### src/design/lsc_divpipe.sv
// Pipelined restoring divider that resolves one quotient bit per stage.
`default_nettype none
module lsc_divpipe #(
  parameter int NUM_W = 34,
  parameter int DEN_W = 17
) (
  input  wire logic             clk,
  input  wire logic             en,
  input  wire logic [NUM_W-1:0] num,
  input  wire logic [DEN_W-1:0] den,
  output logic [NUM_W-1:0]      quo
);

  localparam int ACC_W = DEN_W + NUM_W;

  for (genvar s = 0; s < NUM_W; s++) begin : g_stage
    logic [ACC_W-1:0] acc_r;
    logic [DEN_W-1:0] den_r;
    logic [ACC_W-1:0] acc_in;
    logic [DEN_W-1:0] den_in;
    logic [DEN_W:0]   trial;
    logic [DEN_W:0]   diff;
    logic [ACC_W-1:0] acc_nxt;

    if (s == 0) begin : g_first
      assign acc_in = {{DEN_W{1'b0}}, num};
      assign den_in = den;
    end else begin : g_next
      assign acc_in = g_stage[s-1].acc_r;
      assign den_in = g_stage[s-1].den_r;
    end

    always_comb begin
      trial = acc_in[ACC_W-1:NUM_W-1];
      diff  = trial - {1'b0, den_in};
      if (trial >= {1'b0, den_in}) begin
        acc_nxt = {diff[DEN_W-1:0], acc_in[NUM_W-2:0], 1'b1};
      end else begin
        acc_nxt = {trial[DEN_W-1:0], acc_in[NUM_W-2:0], 1'b0};
      end
    end

    always_ff @(posedge clk) begin
      if (en) begin
        acc_r <= acc_nxt;
        den_r <= den_in;
      end
    end
  end

  assign quo = g_stage[NUM_W-1].acc_r[NUM_W-1:0];

endmodule
`default_nettype wire

### config.mk
export PLATFORM = sky130hd
export DESIGN_NAME = lsc_divpipe
export DESIGN_NICKNAME = d
export VERILOG_FILES = /design/src/design/lsc_divpipe.sv
export SDC_FILE = /design/constraint.sdc
export NUM_CORES = 2
export LEC_CHECK = 0
export BUFFER_PORTS_ARGS = -buffer_cell sky130_fd_sc_hd__buf_2
export CORE_MARGIN = 2
export CORE_UTILIZATION = 45
export CTS_CLUSTER_SIZE = 16
export DETAILED_ROUTE_END_ITERATION = 6
export GPL_ROUTABILITY_DRIVEN = 0
export GPL_TIMING_DRIVEN = 1
export RECOVER_POWER = 25
export REMOVE_ABC_BUFFERS = 1
export SYNTH_ARGS = -nofsm -noshare
export SYNTH_HDL_FRONTEND = slang
export SYNTH_SLANG_ARGS = --single-unit
### constraint.sdc
create_clock -name clk -period 4.25 [get_ports clk]
set_input_delay 0.6375 -clock clk [delete_from_list [all_inputs] [get_ports clk]]
set_output_delay 0.6375 -clock clk [all_outputs]
set_load 0.02 [all_outputs]
==> flow_metrics.env <==
export IMPL_status="complete, but fails checks"
export IMPL_violations="max-capacitance violations, max-slew violations"
export IMPL_critPathArrivalTime_ns=4.46
export IMPL_grt_overflow=0
export IMPL_clock_latency_ns=0.88
export IMPL_worst_r2r_cell_count=12
export IMPL_sequentialPowerShare=0.403
export IMPL_antenna_found_initial=1
export IMPL_drc=0
export IMPL_ioPinCount=87
export IMPL_drive_above_1_share=0.124
export IMPL_hold_slack_ns=0.118
export IMPL_fin_skew_ns=0.0871
export IMPL_start_util=0.453
export IMPL_portBuffers=86
export IMPL_via_count=54814
export IMPL_synth_compound_area_frac=0.0867
export IMPL_holdCritPathClass="input pin to flip-flop"
export IMPL_maxSlewHeadroom=-1.01
export IMPL_p_switching_mw=25.8
export IMPL_ys_types=80
export IMPL_postSynthCellCount=6981
export IMPL_tritoncts="yes"
export IMPL_peakVddDrop_uv=482
export IMPL_grt_usage=0.157
export IMPL_crit_type="flip-flop to flip-flop"
export IMPL_syn_area_mm2=0.102
export IMPL_viasPerCell=5.19
export IMPL_grt_pass1_wl_um=292000
export IMPL_cap_violations=1
export IMPL_clkSinkCount=2278
export IMPL_final_cell_mix="edfxtp_1 (2278), inv_1 (726), ha_1 (563)"
export IMPL_drt_wl_total_um=181000
export IMPL_p_sw_frac=0.314
export IMPL_synth_area_per_cell_um2=14.6
export IMPL_path_clk_slew_ns=0.06
export IMPL_whs_path_depth=3
export IMPL_dp_cells=10053
export IMPL_synthMuxAreaShare=0.0454
export IMPL_clk_path_buf_depth=3
export IMPL_nets=7999
export IMPL_dpl_hpwl_um=124000
export IMPL_instances_no_fill=10555
export IMPL_dr_pass1_iters=5
export IMPL_synth_seq_cells=2278
export IMPL_synthSimpleGateAreaFrac=0.0528
export IMPL_ys_flop_type="edfxtp_1"
export IMPL_layout_commonest_cell="edfxtp_1"
export IMPL_area_growth_pct=12.9
export IMPL_total_leakage_power_nw=43.9
export IMPL_slew_viol_final=53
export IMPL_comb_power_share=0.340
export IMPL_h_tree_depth=4
export IMPL_fin_crit_sh=0.904
export IMPL_critPathRequiredTime_ns=4.87
export IMPL_fmax_mhz=260
export IMPL_synth_edff_count=2278
export IMPL_grt_max_degree=147
export IMPL_coreArea_mm2=0.225
export IMPL_fin_tns_setup_ns=0
export IMPL_critPathMaxFanout=18
export IMPL_end_kind="flip-flop"
export IMPL_use_met2=0.256
export IMPL_rsz0062_at_grt="false"
export IMPL_cts_root_buffer="clkbuf_16"
export IMPL_finalHoldViolCount=0
export IMPL_synth_top_family_by_area="compound AO/OA/AOI/OAI gates"
export IMPL_dp_slack_ns=0.465
export IMPL_min_period_ns=3.84
export IMPL_antenna_left=0
export IMPL_synthArstFlopShare=0
export IMPL_grt_met3_usage=0.0270
export IMPL_p_int_mw=56.3
export IMPL_synthAdderAreaFrac=0.0756
export IMPL_rows=174
export IMPL_p_clk_frac=0.257
export IMPL_yosysWarnings=0
export IMPL_grt_pass1_vias=54681
export IMPL_synth_xor_area_share=0.0364
export IMPL_finalSetupViolCount=0
export IMPL_busiest_layer="met2"
export IMPL_yosysTopAreaCell="edfxtp_1"
export IMPL_synth_area_leaders="edfxtp_1 (67%), ha_1 (6.9%), mux2_2 (3.6%)"
export IMPL_chipWidth_um=479
export IMPL_wire_per_inst_um=17.2
export IMPL_cts_inserted_buffers=238
export IMPL_worst_pin_slew_ns=3.02
export IMPL_cts_resized=0
export IMPL_drtIter0Drc=3717
export IMPL_fin_ws_ns=0.408
export IMPL_worst_setup_path_start_kind="flip-flop"
export IMPL_grtUsageMet1=0.214
export IMPL_die_h_um=479
export IMPL_yosysSeqAreaShare=0.673
export IMPL_dieArea_mm2=0.230
export IMPL_powerDensity_mw_per_mm2=715
export IMPL_synth_top_area_share=0.673
## critical path: stages, from the launching register on
cell and delay [ns]:
edfxtp_1 0.38, inv_1 0.08, ha_1 0.16, inv_1 0.06, fa_1 0.42, a211oi_1 0.31
o21ai_0 0.15, a21oi_1 0.43, o31a_1 0.25, o21ai_1 0.07, a21o_1 0.21, a31oi_4 0.63
mux2_2 0.42
## sequential cells by signal, indices dropped and copies added (netlist names)
signal and cells:
g_stage.den_r 544, g_stage.acc_in 51, g_stage.acc_r 1666, g_stage.den_in 17
## cells in the mapped netlist (52+ instances only)
cell and n:
edfxtp_1 2278, inv_1 726, ha_1 563, a21oi_1 399, mux2_2 325, nor2_1 314
xnor2_1 299, nand2_1 289, o21ai_0 282, a21o_1 168, xor2_1 124, nor3_1 116
nand3_1 84, o21bai_1 71, nand4_1 70, a211oi_1 66, nand2b_1 58, o21a_1 54
a31oi_1 52
## cells by family (layout without fill, tap and decap cells)
family	after synthesis	count (layout)
flops	2278	2278
compound gates	1354	1354
simple gates	1130	1130
xor+xnor	423	423
buf+inv	800	1381
other cells	0	1
mux	401	401
fa+ha+maj	595	595
## repair_timing
item                                   CTS  global route
hold buffers                            50             0
setup buffers                            0             0
endpoints found under the hold margin   50             0
setup endpoints to repair                0             0
## layer usage
metal	routed length [µm]	share of wire
met1	82500	0.46
met2	85500	0.47
met3	7550	0.042
met4	5490	0.030
met5	0	0
## final cells by class
type | count | area, µm²
clock inverters | 181 | 2010
well taps | 2992 | 3740
diodes | 1 | 2.50
multi-input cells | 3903 | 30200
fillers | 18753 | 110000
repair buffers | 203 | 1610
inverters | 727 | 2730
flip-flops and latches | 2278 | 68400
clock buffers | 270 | 6080
## stage by stage
step	instance area [µm²]	utilization	total power [mW]
6_report	115000	0.511	82.1
3_5_place_dp	106000	0.473	61.2
2_1_floorplan	101000	-	54.4
5_1_grt	115000	0.511	87.5
4_1_cts	115000	0.511	82.9
3_3_place_gp	106000	0.473	60.6
## power groups by stage
stage,Clock [mW],Combinational [mW],Sequential [mW]
after floorplan,0,22.1,32.3
after global placement,0,26.9,33.7
after detailed placement,0,27.6,33.6
after CTS,21.8,27.9,33.2
after global routing,22.7,31.3,33.5
final,21.1,27.9,33.1
## final timing paths
check	from	end	slack [ns]
setup / recovery	g_stage[26].acc_r[33]	g_stage[27].acc_r[37]	0.41
hold / removal	num[33]	g_stage[0].acc_r[34]	0.12
setup reg to reg	g_stage[26].acc_r[33]	g_stage[27].acc_r[37]	0.41
hold reg to reg	g_stage[19].acc_r[1]	g_stage[20].acc_r[2]	0.38
Note: power is estimated with default switching activity, not from simulation.
