## src/design/lsc_pkg.sv

```systemverilog
// Shared constants and types for the line segment clipper.
`default_nettype none
package lsc_pkg;

  localparam logic [3:0] CODE_WEST  = 4'h1;
  localparam logic [3:0] CODE_EAST  = 4'h2;
  localparam logic [3:0] CODE_SOUTH = 4'h4;
  localparam logic [3:0] CODE_NORTH = 4'h8;
  localparam logic [3:0] CODE_EW    = CODE_WEST | CODE_EAST;
  localparam logic [3:0] CODE_NS    = CODE_NORTH | CODE_SOUTH;
  localparam logic [3:0] CODE_NONE  = 4'h0;

  localparam logic [1:0] REG_LEFT   = 2'd0;
  localparam logic [1:0] REG_RIGHT  = 2'd1;
  localparam logic [1:0] REG_TOP    = 2'd2;
  localparam logic [1:0] REG_BOTTOM = 2'd3;

  localparam int RST_LEFT   = 0;
  localparam int RST_RIGHT  = 639;
  localparam int RST_TOP    = 0;
  localparam int RST_BOTTOM = 479;

  localparam int LANES   = 4;
  localparam int LANE_SH = 0;
  localparam int LANE_SV = 1;
  localparam int LANE_EH = 2;
  localparam int LANE_EV = 3;

  localparam int CRD_SX = 0;
  localparam int CRD_SY = 1;
  localparam int CRD_EX = 2;
  localparam int CRD_EY = 3;

  typedef struct packed {
    logic [3:0] code_a;
    logic [3:0] code_b;
    logic       dx_zero;
    logic       dy_zero;
  } lsc_ctrl_t;

endpackage
`default_nettype wire

```

## src/design/lsc_select.sv

```systemverilog
// Back stages: edge point selection per endpoint, then the final bounds check.
`default_nettype none
module lsc_select #(
  parameter int COORD_BITS = 16
) (
  input  wire logic                                        clk,
  input  wire logic                                        rst_n,
  input  wire logic                                        en,
  input  wire logic                                        in_valid,
  input  wire lsc_pkg::lsc_ctrl_t                          ctrl,
  input  wire logic [lsc_pkg::LANES-1:0][COORD_BITS-1:0]   crd,
  input  wire logic [lsc_pkg::LANES-1:0][2*COORD_BITS+1:0] quo,
  input  wire logic [lsc_pkg::LANES-1:0]                   neg,
  input  wire logic signed [COORD_BITS-1:0]                clip_left,
  input  wire logic signed [COORD_BITS-1:0]                clip_right,
  input  wire logic signed [COORD_BITS-1:0]                clip_top,
  input  wire logic signed [COORD_BITS-1:0]                clip_bottom,
  output logic                                             out_valid_r,
  output logic                                             out_visible_r,
  output logic [lsc_pkg::LANES-1:0][COORD_BITS-1:0]        out_crd_r
);

  localparam int N = COORD_BITS;
  localparam int P = 2 * N + 2;
  localparam int W = P + 2;

  function automatic logic signed [W-1:0] wx(input logic signed [N-1:0] v);
    return W'(v);
  endfunction

  function automatic logic signed [W-1:0] sq(input logic [P-1:0] q, input logic n);
    logic signed [W-1:0] m;
    m = $signed(W'(q));
    return n ? -m : m;
  endfunction

  logic                         v3_r;
  logic                         acc3_r, acc3_nxt, rej3_r, rej3_nxt;
  logic [1:0]                   ok3_r, ok3_nxt;
  logic [lsc_pkg::LANES-1:0][W-1:0] pt3_r, pt3_nxt;
  logic [lsc_pkg::LANES-1:0][N-1:0] crd3_r;
  logic                         vis_nxt;
  logic [1:0]                   in_box;

  always_comb begin
    logic [3:0]          code;
    logic signed [W-1:0] ax, ay, hx, vy, he, ve;
    int                  b;
    int                  lh;
    int                  lv;
    for (int e = 0; e < 2; e++) begin
      b    = 2 * e;
      lh   = (e == 0) ? lsc_pkg::LANE_SH : lsc_pkg::LANE_EH;
      lv   = (e == 0) ? lsc_pkg::LANE_SV : lsc_pkg::LANE_EV;
      code = (e == 0) ? ctrl.code_a : ctrl.code_b;
      ax   = wx($signed(crd[b]));
      ay   = wx($signed(crd[b+1]));
      hx   = ax + sq(quo[lh], neg[lh]);
      vy   = ay + sq(quo[lv], neg[lv]);
      he   = ((code & lsc_pkg::CODE_NORTH) != lsc_pkg::CODE_NONE) ? wx(clip_top)
                                                                  : wx(clip_bottom);
      ve   = ((code & lsc_pkg::CODE_EAST) != lsc_pkg::CODE_NONE) ? wx(clip_right)
                                                                 : wx(clip_left);
      priority if (code == lsc_pkg::CODE_NONE) begin
        ok3_nxt[e]   = 1'b1;
        pt3_nxt[b]   = ax;
        pt3_nxt[b+1] = ay;
      end else if ((code & lsc_pkg::CODE_NS) != lsc_pkg::CODE_NONE && ctrl.dy_zero) begin
        ok3_nxt[e]   = 1'b0;
        pt3_nxt[b]   = ax;
        pt3_nxt[b+1] = ay;
      end else if ((code & lsc_pkg::CODE_NS) != lsc_pkg::CODE_NONE &&
                   ((code & lsc_pkg::CODE_EW) == lsc_pkg::CODE_NONE ||
                    (hx >= wx(clip_left) && hx <= wx(clip_right)))) begin
        ok3_nxt[e]   = 1'b1;
        pt3_nxt[b]   = hx;
        pt3_nxt[b+1] = he;
      end else begin
        ok3_nxt[e]   = !ctrl.dx_zero;
        pt3_nxt[b]   = ve;
        pt3_nxt[b+1] = vy;
      end
    end
    acc3_nxt = (ctrl.code_a == lsc_pkg::CODE_NONE) && (ctrl.code_b == lsc_pkg::CODE_NONE);
    rej3_nxt = !acc3_nxt && (ctrl.code_a == ctrl.code_b);
  end

  always_comb begin
    for (int e = 0; e < 2; e++) begin
      in_box[e] = $signed(pt3_r[2*e]) >= wx(clip_left) &&
                  $signed(pt3_r[2*e]) <= wx(clip_right) &&
                  $signed(pt3_r[2*e+1]) >= wx(clip_top) &&
                  $signed(pt3_r[2*e+1]) <= wx(clip_bottom);
    end
    vis_nxt = acc3_r || (!rej3_r && (&ok3_r) && (&in_box));
  end

  always_ff @(posedge clk) begin
    if (!rst_n) begin
      v3_r        <= 1'b0;
      out_valid_r <= 1'b0;
    end else if (en) begin
      v3_r        <= in_valid;
      out_valid_r <= v3_r;
    end
  end

  always_ff @(posedge clk) begin
    if (en) begin
      acc3_r        <= acc3_nxt;
      rej3_r        <= rej3_nxt;
      ok3_r         <= ok3_nxt;
      pt3_r         <= pt3_nxt;
      crd3_r        <= crd;
      out_visible_r <= vis_nxt;
      for (int i = 0; i < lsc_pkg::LANES; i++) begin
        out_crd_r[i] <= vis_nxt ? pt3_r[i][N-1:0] : crd3_r[i];
      end
    end
  end

endmodule
`default_nettype wire
```

## config.mk

```make
export PLATFORM = sky130hd
export DESIGN_NAME = lsc_select
export DESIGN_NICKNAME = d
export VERILOG_FILES = /design/src/design/lsc_pkg.sv /design/src/design/lsc_select.sv
export SDC_FILE = /design/constraint.sdc
export NUM_CORES = 1
export LEC_CHECK = 0
export BUFFER_PORTS_ARGS = -buffer_cell sky130_fd_sc_hd__clkbuf_2
export CAP_MARGIN = 20
export CORE_MARGIN = 2
export CORE_UTILIZATION = 35
export DETAILED_ROUTE_END_ITERATION = 8
export PLACE_DENSITY = 0.56
export SYNTH_ARGS = -nofsm -noshare
export SYNTH_HDL_FRONTEND = slang
export SYNTH_SLANG_ARGS = --single-unit
```

## constraint.sdc

```tcl
create_clock -name clk -period 10.94 [get_ports clk]
set_clock_uncertainty 0.2 [all_clocks]
set_input_delay 2.188 -clock clk [delete_from_list [all_inputs] [get_ports clk]]
set_output_delay 2.188 -clock clk [all_outputs]
set_load 0.05 [all_outputs]
```

==> out/metrics.csv <==
metric,value,unit
PostCTS Resize Cnt,0,
Num CTS Buffers,39,
Die Y,305,µm
main combinational cell family by area after synthesis,adder cells,
Worst Tran Pin Value,1.13,ns
Clock power frac,24.0,%
H-tree levels,2,
mux cell area share after synthesis,4.91,%
Synth area leaders,"edfxtp_1 (26%), ha_1 (23%), xnor2_1 (5.8%), a21oi_1 (5.2%), o21ai_0 (4.7%)",
post-synthesis sequential area ratio,26.4,%
Worst Setup Start Kind,input port,
clock root buffer,clkbuf_16,
cts hold-fix bufs,0,
"CTS clk-pin slew, worst paths",0.06,ns
"Area growth, synth to finish",14.0,%
min-delay worst type,reg2reg,
Sink Count,279,
vias,28039,
Layout Cells excl Fill,5045,
top cell type's share of synthesized area,26.3,%
Critical Path Start,quo[3],
CP Class,in2reg,
post-synthesis instance area,31600,µm²
Tmin final,10.17,ns
pin count of the biggest net entering global routing,144,
fmax,0.0983,GHz
DP Wirelength,83.8,mm
Synth Instances,3505,
Compound-Gate Fraction of Synth Area,20.9,%
post-synthesis average cell area,9.02,µm²
Row Count,110,
placed insts,4957,
Power Density,152,nW/µm²
yosys warns,0,
Worst Path Max Fanout,21,
die area,92800,µm²
initial antenna violation count,31,
cell accounting for the most synthesized area,edfxtp_1,
max-cap violation count,0,
first-pass GRT wire length,158,mm
Total Routing Usage GR,21.7,%
ys async rst share,0,%
I/O pin count,348,
setup bufs post-CTS,0,
simple logic cell fraction of the synthesized area,14.9,%
hold_sp,out_valid_r$_SDFFE_PN0P_,
Routed Antenna Nets,0,
sw frac,41.2,%
unrepaired setup endpoints after global routing,no,
most frequent cells in the layout,"ha_1 (576), clkbuf_2 (346), nand2_1 (335)",
"most common cell after layout, fill and taps aside",ha_1,
layout net count,4684,
final wirelength,104,mm
initial core utilization,35.2,%
gpl congestion,0.904,
Peak VDD IR,0.0948,mV
R2R depth,10,
Avg WL per Cell,20.6,µm
Fin. Hold Viols,0,
xor/xnor share of the synthesized area,7.04,%
Buffers on Ports,347,
status,"complete, no violations",
drt first-iter violations,1609,
CORE AREA,89700,µm²
Hold Path Cell Cnt,2,
Final period util,93.0,%
most frequently used flop master after synthesis,edfxtp_1,
critical path endpoint category,flop,
Max Buffers Root-to-Sink,3,
Post-Synth Adder-Cell Area,23.0,%
internal power,3.23,mW
Combinational Power Share,47.7,%
Worst Path Arrival,10.23,ns
CP required,11.00,ns
Setup TNS,0,ns
drc violations,0,
via/cell ratio,5.56,
sequential fraction of design power,28.3,%
#FFs+latches synth,279,
Final Max Slew Viols,0,
Post-synth EDFFs,277,
worst reg2reg startpoint,pt3_r[13]$_DFFE_PP_,
Final Setup Violations,0,
gr ovfl total,0,
relative slew slack,22.7,%
CTS tree,yes,
Clock Latency Late Sink,0.57,ns
switching power,2.26,mW
Die Width,305,µm
number of global-route vias before repair,26885,
DR pass1 iterations,5,
syn nets,4367,
count of different cell masters after synthesis,83,
Leak,15.5,nW
share of cells above drive strength 1,14.2,%
[registers in the layout, indices dropped and copies added, names as in the netlist]
name           flops
pt3_r            144
crd3_r            64
out_crd_r         64
ok3_r              2
acc3_r             1
out_valid_r        1
out_visible_r      1
rej3_r             1
v3_r               1
[synthesized netlist by cell type, drive strengths merged, types with 47 or more instances]
cell and number:
nor2 155, mux2 74, mux2i 72, edfxtp 277, or3 47, clkbuf 89, ha 576, nand4 89
a21oi 326, nor3 55, nand2 337, o21ai 298, o31ai 50, inv 136, xnor2 209, nand3 87
a21o 91
[cells by family after synthesis]
| kind of cell | count (synthesis) |
|---|---|
| XOR/XNOR | 254 |
| buffers and inverters | 228 |
| AO/OA/AOI/OAI | 1062 |
| adder cells (fa/ha/maj) | 580 |
| multiplexers | 146 |
| flip-flops | 279 |
| AND/OR/NAND/NOR | 956 |
[through the flow]
step	utilization, %	instance area, µm²	worst slack (ns)	total power [mW]	hold slack, ns
after floorplan	-	31600	1.36	3.38	0.282
after global placement	38.7	34700	0.352	4.13	0.303
after detailed placement	38.7	34700	0.169	4.17	0.310
after CTS	40.1	36000	0.791	5.51	0.324
after global routing	40.2	36000	0.205	5.89	0.351
final	40.2	36000	0.768	5.49	0.315
[path summary, 6_finish.rpt]
path / to / slack [ns]
min: out_valid_r$_SDFFE_PN0P_ / 0.31
max reg2reg: out_crd_r[50]$_DFFE_PP_ / 5.43
min reg2reg: out_valid_r$_SDFFE_PN0P_ / 0.31
max: pt3_r[71]$_DFFE_PP_ / 0.77
[layer usage]
layer	global-route usage (%)	part of all wire, %
met1	29.5	47
met2	34.2	44
met3	4.24	5.4
met4	7.66	3.2
met5	0	0.18
[final cells by class]
cell class / count / area (µm²)
multi-input cells: 2998 / 22400
clock inverters: 29 / 284
fillers: 9163 / 53700
flip-flops and latches: 279 / 8360
inverters: 136 / 510
well taps: 1176 / 1470
diodes: 16 / 40.0
clock buffers: 43 / 1010
repair buffers: 368 / 1920
[power groups by stage]
stage	Sequential [mW]	Clock [mW]	Combinational, mW
global placement	1.58	0	2.56
detailed placement	1.58	0	2.59
finish	1.55	1.32	2.62
global route	1.57	1.38	2.94
CTS	1.56	1.35	2.61
floorplan	1.59	0	1.79
[critical path: stages]
cell,delay [ns]
clkbuf_2,0.10
or3_1,0.45
or3b_2,0.52
or3_2,0.51
or3_1,0.37
or3_1,0.37
or2_1,0.28
o21ai_0,0.20
xnor2_1,0.09
ha_1,0.40
nand3_1,0.10
nor2_1,0.22
nand3_1,0.11
a21oi_1,0.19
o31ai_1,0.11
a211oi_1,0.48
o31ai_1,0.17
a2111oi_2,0.49
ha_1,0.30
nand4_1,0.17
nor4_1,0.50
nand2b_1,0.11
o211a_1,0.24
o21a_1,0.11
xor2_1,0.12
a221o_2,0.42
and2_1,0.69
a41oi_1,0.20
No activity file was read; power rests on OpenSTA's default activity.
