`config.mk`:
```
export PLATFORM = sky130hd
export DESIGN_NAME = lsc_prep
export DESIGN_NICKNAME = d
export VERILOG_FILES = /design/src/design/lsc_pkg.sv /design/src/design/lsc_prep.sv
export SDC_FILE = /design/constraint.sdc
export NUM_CORES = 2
export LEC_CHECK = 0
export BUFFER_PORTS_ARGS = -buffer_cell sky130_fd_sc_hd__buf_2
export CORE_ASPECT_RATIO = 1.5
export CORE_UTILIZATION = 45
export CTS_BUF_LIST = sky130_fd_sc_hd__clkbuf_8
export CTS_CLUSTER_DIAMETER = 30
export CTS_CLUSTER_SIZE = 40
export DETAILED_ROUTE_END_ITERATION = 10
export PLACE_DENSITY = 0.68
export SYNTH_ARGS = -nofsm -noshare
export SYNTH_HDL_FRONTEND = slang
export SYNTH_SLANG_ARGS = --single-unit
```
`constraint.sdc`:
```
create_clock -name clk -period 10.7 [get_ports clk]
set_input_delay 2.14 -clock clk [delete_from_list [all_inputs] [get_ports clk]]
set_output_delay 2.14 -clock clk [all_outputs]
set_load 0.02 [all_outputs]
```
`src/design/lsc_pkg.sv`:
```
// Shared constants and types for the line segment clipper.
`default_nettype none
package lsc_pkg;

  localparam logic [3:0] CODE_WEST  = 4'h1;
  localparam logic [3:0] CODE_EAST  = 4'h2;
  localparam logic [3:0] CODE_SOUTH = 4'h4;
  localparam logic [3:0] CODE_NORTH = 4'h8;
  localparam logic [3:0] CODE_EW    = CODE_WEST | CODE_EAST;
  localparam logic [3:0] CODE_NS    = CODE_NORTH | CODE_SOUTH;
  localparam logic [3:0] CODE_NONE  = 4'h0;

  localparam logic [1:0] REG_LEFT   = 2'd0;
  localparam logic [1:0] REG_RIGHT  = 2'd1;
  localparam logic [1:0] REG_TOP    = 2'd2;
  localparam logic [1:0] REG_BOTTOM = 2'd3;

  localparam int RST_LEFT   = 0;
  localparam int RST_RIGHT  = 639;
  localparam int RST_TOP    = 0;
  localparam int RST_BOTTOM = 479;

  localparam int LANES   = 4;
  localparam int LANE_SH = 0;
  localparam int LANE_SV = 1;
  localparam int LANE_EH = 2;
  localparam int LANE_EV = 3;

  localparam int CRD_SX = 0;
  localparam int CRD_SY = 1;
  localparam int CRD_EX = 2;
  localparam int CRD_EY = 3;

  typedef struct packed {
    logic [3:0] code_a;
    logic [3:0] code_b;
    logic       dx_zero;
    logic       dy_zero;
  } lsc_ctrl_t;

endpackage
`default_nettype wire

```
`src/design/lsc_prep.sv`:
```
// Front stages: region codes, edge distances, then magnitude products.
`default_nettype none
module lsc_prep #(
  parameter int COORD_BITS = 16
) (
  input  wire logic                                        clk,
  input  wire logic                                        rst_n,
  input  wire logic                                        en,
  input  wire logic                                        in_valid,
  input  wire logic [lsc_pkg::LANES-1:0][COORD_BITS-1:0]   in_crd,
  input  wire logic signed [COORD_BITS-1:0]                clip_left,
  input  wire logic signed [COORD_BITS-1:0]                clip_right,
  input  wire logic signed [COORD_BITS-1:0]                clip_top,
  input  wire logic signed [COORD_BITS-1:0]                clip_bottom,
  output logic                                             s2_valid_r,
  output lsc_pkg::lsc_ctrl_t                               s2_ctrl_r,
  output logic [lsc_pkg::LANES-1:0][COORD_BITS-1:0]        s2_crd_r,
  output logic [lsc_pkg::LANES-1:0][2*COORD_BITS+1:0]      s2_prod_r,
  output logic [lsc_pkg::LANES-1:0][COORD_BITS:0]          s2_den_r,
  output logic [lsc_pkg::LANES-1:0]                        s2_neg_r
);

  localparam int N = COORD_BITS;
  localparam int D = N + 1;
  localparam int P = 2 * D;

  function automatic logic [3:0] region(input logic signed [N-1:0] x,
                                        input logic signed [N-1:0] y,
                                        input logic signed [N-1:0] l,
                                        input logic signed [N-1:0] r,
                                        input logic signed [N-1:0] t,
                                        input logic signed [N-1:0] b);
    logic [3:0] c;
    c = lsc_pkg::CODE_NONE;
    if (x < l) c = c | lsc_pkg::CODE_WEST;
    else if (x > r) c = c | lsc_pkg::CODE_EAST;
    if (y < t) c = c | lsc_pkg::CODE_NORTH;
    else if (y > b) c = c | lsc_pkg::CODE_SOUTH;
    return c;
  endfunction

  function automatic logic signed [D-1:0] ext(input logic signed [N-1:0] v);
    return D'(v);
  endfunction

  function automatic logic [D-1:0] mag(input logic signed [D-1:0] v);
    return v[D-1] ? D'(-v) : D'(v);
  endfunction

  logic signed [N-1:0] sx, sy, ex, ey;
  logic [3:0]          c1, c2;
  logic signed [N-1:0] he1, ve1, he2, ve2;

  logic                                      v1_r;
  lsc_pkg::lsc_ctrl_t                        ctrl1_r, ctrl1_nxt;
  logic [lsc_pkg::LANES-1:0][N-1:0]          crd1_r;
  logic signed [D-1:0]                       dx1_r, dy1_r, dx_nxt, dy_nxt;
  logic [lsc_pkg::LANES-1:0][D-1:0]          num1_r, num_nxt;

  logic [D-1:0] mdx, mdy;
  logic         sgn_d;
  logic [lsc_pkg::LANES-1:0][P-1:0] prod_nxt;
  logic [lsc_pkg::LANES-1:0][D-1:0] den_nxt;
  logic [lsc_pkg::LANES-1:0]        neg_nxt;

  always_comb begin
    sx  = $signed(in_crd[lsc_pkg::CRD_SX]);
    sy  = $signed(in_crd[lsc_pkg::CRD_SY]);
    ex  = $signed(in_crd[lsc_pkg::CRD_EX]);
    ey  = $signed(in_crd[lsc_pkg::CRD_EY]);
    c1  = region(sx, sy, clip_left, clip_right, clip_top, clip_bottom);
    c2  = region(ex, ey, clip_left, clip_right, clip_top, clip_bottom);
    he1 = ((c1 & lsc_pkg::CODE_NORTH) != lsc_pkg::CODE_NONE) ? clip_top : clip_bottom;
    he2 = ((c2 & lsc_pkg::CODE_NORTH) != lsc_pkg::CODE_NONE) ? clip_top : clip_bottom;
    ve1 = ((c1 & lsc_pkg::CODE_EAST) != lsc_pkg::CODE_NONE) ? clip_right : clip_left;
    ve2 = ((c2 & lsc_pkg::CODE_EAST) != lsc_pkg::CODE_NONE) ? clip_right : clip_left;
    dx_nxt = ext(ex) - ext(sx);
    dy_nxt = ext(ey) - ext(sy);
    num_nxt[lsc_pkg::LANE_SH] = ext(he1) - ext(sy);
    num_nxt[lsc_pkg::LANE_SV] = ext(ve1) - ext(sx);
    num_nxt[lsc_pkg::LANE_EH] = ext(he2) - ext(ey);
    num_nxt[lsc_pkg::LANE_EV] = ext(ve2) - ext(ex);
    ctrl1_nxt.code_a  = c1;
    ctrl1_nxt.code_b  = c2;
    ctrl1_nxt.dx_zero = (dx_nxt == '0);
    ctrl1_nxt.dy_zero = (dy_nxt == '0);
  end

  always_comb begin
    mdx   = mag(dx1_r);
    mdy   = mag(dy1_r);
    sgn_d = dx1_r[D-1] ^ dy1_r[D-1];
    for (int i = 0; i < lsc_pkg::LANES; i++) begin
      neg_nxt[i] = num1_r[i][D-1] ^ sgn_d;
    end
    prod_nxt[lsc_pkg::LANE_SH] = P'(mag(num1_r[lsc_pkg::LANE_SH])) * P'(mdx);
    prod_nxt[lsc_pkg::LANE_EH] = P'(mag(num1_r[lsc_pkg::LANE_EH])) * P'(mdx);
    prod_nxt[lsc_pkg::LANE_SV] = P'(mag(num1_r[lsc_pkg::LANE_SV])) * P'(mdy);
    prod_nxt[lsc_pkg::LANE_EV] = P'(mag(num1_r[lsc_pkg::LANE_EV])) * P'(mdy);
    den_nxt[lsc_pkg::LANE_SH]  = mdy;
    den_nxt[lsc_pkg::LANE_EH]  = mdy;
    den_nxt[lsc_pkg::LANE_SV]  = mdx;
    den_nxt[lsc_pkg::LANE_EV]  = mdx;
  end

  always_ff @(posedge clk) begin
    if (!rst_n) begin
      v1_r       <= 1'b0;
      s2_valid_r <= 1'b0;
    end else if (en) begin
      v1_r       <= in_valid;
      s2_valid_r <= v1_r;
    end
  end

  always_ff @(posedge clk) begin
    if (en) begin
      ctrl1_r   <= ctrl1_nxt;
      crd1_r    <= in_crd;
      dx1_r     <= dx_nxt;
      dy1_r     <= dy_nxt;
      num1_r    <= num_nxt;
      s2_ctrl_r <= ctrl1_r;
      s2_crd_r  <= crd1_r;
      s2_prod_r <= prod_nxt;
      s2_den_r  <= den_nxt;
      s2_neg_r  <= neg_nxt;
    end
  end

endmodule
`default_nettype wire

```
==> results.md <==
- Htree depth: 3
- Worst-path cell with the longest stage delay: inv_1
- Resized cells post-CTS: 0
- Number of flops mapped to enable cells by yosys: between 400 and 500
- Critical Path RT: 11220 ps
- CTS root buf: clkbuf_8
- Worst path max stage delay: between 700 and 800 ps
- Final ANT Viol Nets: 0
- DRT iter0 DRCs: between 3000 and 4000
- Min Hold Slack: 394.9 ps
- Seq. cell area: 12770 sq um
- Status: finished, final reports clean
- Arr. time, crit path: slightly below 10000 ps
- Setup TNS Final: 0 ps
- Design area: roughly 66000 sq um
- First-pass GRT wire length: 289.3 mm
- Clock Latency Late Sink: 880 ps
- Die Ht: about 450 um
- Initial core utilization: 0.4545
- Drt pass-1 iters: 8
- Max_cap viols: 0
- Grt met3 use: 0.05695
- Hold Buf Count CTS: 0
- Dpl cell area: around 64000 sq um
- RSZ-0062 raised after global routing: no
- Multi-input gate area: 41470 sq um
- Final Max Tran Viols: 0
- Grt met1 use: 0.2989
- Most common cell after layout, fill and taps aside: inv_1
- Register area share after synthesis: 0.2133
- Worst-margin pin slew: between 1000 and 1500 ps
- Critical path class: reg2reg
- Gr busiest metal: met2
- Via count: 46550
- Worst Clk Skew: roughly 110 ps
- Top FF cell, synth: edfxtp_1
- Number of global-route vias before repair: ~50000
- Layout cells sized above 1: 0.1064
- Syn. warnings: 0
- Grt total ovfl: 0
- Residual DRC: 0
- Tmin final: between 9000 and 10000 ps
- Worst Setup Start Kind: flop
- Commonest cells after routing, fill and taps aside: inv_1 (1307), fa_1 (902), nand2_1 (770)
- Slew margin rel.: 0.09141
- R2r setup slk: ~1300 ps
- Fillers: around 12000
- Die width: roughly 300 um
- Initial antenna violation count: 18
- Final hold vios: 0
- Port Buffers: just over 400
- CTS tree: built
- Final net count: between 8000 and 9000
- DIE AREA: between 100000 and 150000 sq um
- Async set or reset register ratio after synthesis: 0
- Top Ports: ~420
- Mapped cell area: between 50000 and 60000 sq um
- Grt met2 use: 0.5014
- Max clock buf depth: 3
- Syn Inst Count: slightly above 6000
- TritonCTS buffer count: 84
- Detailed placement HPWL: approximately 160 mm
- Syn avg cell area: 9.611 sq um
- CP most frequent cell: fa_1
- Clock sinks: between 400 and 500
- Post-Route WL: approximately 190 mm
- Max frequency: about 0.11 GHz
- Distinct cells, synth: slightly above 80
- # setup viols final: 0
- CP Capture Type: flop
- Clk slew on worst S/H paths: around 70 ps
- Syn_nets: between 7000 and 8000
- Synthesized flop and latch total: ~430
- Gpl congestion: 0.9880
- Post-CTS Setup Bufs: 0
- Core box area: 131700 sq um
- Largest net degree at the start of global routing: ~150
- Layout area overhead: 10.49%
- Hold Crit Class: reg2reg
- Num rows: roughly 160
- Overall routing resource usage: 0.2884
- Drt wl/cell: between 20 and 25 um
- CP max FO: 30
- Vias per inst: ~5.5
- Period utilization: 0.8785
[registers in the layout, summed over array words and instances (netlist names)]
register	flops
s2_prod_r	136
num1_r	68
crd1_r	64
s2_crd_r	64
s2_den_r	34
dx1_r	17
dy1_r	17
ctrl1_r	10
s2_ctrl_r	10
s2_neg_r	4
s2_valid_r	1
v1_r	1
[through the flow]
stage | utilization | worst slack [ps] | std cells
5_1_grt | 0.5021 | 843.2 | 8425
4_1_cts | 0.5020 | 1179 | 8423
2_1_floorplan | - | 2566 | 6230
6_report | 0.5021 | 1300 | 8429
3_3_place_gp | 0.4869 | 1297 | 8267
3_5_place_dp | 0.4869 | 1262 | 8267
[cell families (layout without fill, tap and decap cells)]
group,after synthesis,after routing,share of synthesized area
fa+ha+maj,1560,1560,0.4391
compound gates,641,641,0.07042
simple gates,1687,1687,0.1195
flops,426,426,0.2133
mux,69,69,0.01153
buf+inv,1520,1981,0.09757
xor+xnor,327,327,0.04858
other cells,0,6,0
[critical path: cells and delay by family (launching register included)]
kind	cells	cell delay [ps]
xor+xnor	2	190
simple gates	9	2390
compound gates	3	670
fa+ha+maj	8	3690
flops	1	360
buf+inv	7	1680
[synthesized netlist by cell type, drive strengths merged (12+ instances only)]
library cell / count / area, sq um
nand2b: 37 / 231.5
inv: 1311 / 4921
xor2: 116 / 1023
o21a: 53 / 397.9
nor2: 604 / 2267
nor2b: 42 / 270.3
fa: 902 / 18060
o31ai: 25 / 187.7
a211oi: 12 / 90.09
mux2i: 69 / 690.7
a31oi: 16 / 100.1
a21oi: 174 / 870.8
o21ai: 118 / 590.6
and2: 38 / 237.7
buf: 50 / 324.1
xnor2: 211 / 1886
edfxtp: 424 / 12730
ha: 658 / 8233
o41ai: 16 / 147.7
nand4: 31 / 193.9
or3: 26 / 162.7
nand2: 770 / 2890
o31a: 14 / 131.4
a21o: 97 / 728.2
nor3: 34 / 175.2
nand3: 32 / 160.2
or4: 18 / 135.1
o21bai: 28 / 210.2
clkbuf: 148 / 555.5
[area by class of cell]
type / instances / share of cell area
Antenna cell: 6 / 0.0002270
Clock buffer: 86 / 0.01789
Clock inverter: 70 / 0.01218
Inverter: 1322 / 0.07501
Multi-Input combinational cell: 4284 / 0.6269
Sequential cell: 426 / 0.1931
Tap cell: 1732 / 0.03276
Timing Repair Buffer: 503 / 0.04195
[path summary, 6_finish.rpt]
kind / from / end / cells after the start
min reg2reg: crd1_r[21] / s2_crd_r[21] / 0
max reg2reg: dy1_r[0] / s2_prod_r[132] / 29
min: crd1_r[21] / s2_crd_r[21] / 0
max: dy1_r[0] / s2_prod_r[132] / 29
[per-layer routing]
layer / share of wire / vias up
li1: - / 20410
met1: 0.34 / 23180
met2: 0.50 / 2142
met3: 0.071 / 807
met4: 0.095 / 22
met5: 0.00067 / -
Power is not shown: default switching activity piles up to over one toggle a cycle in this logic, so the estimate is an artifact.
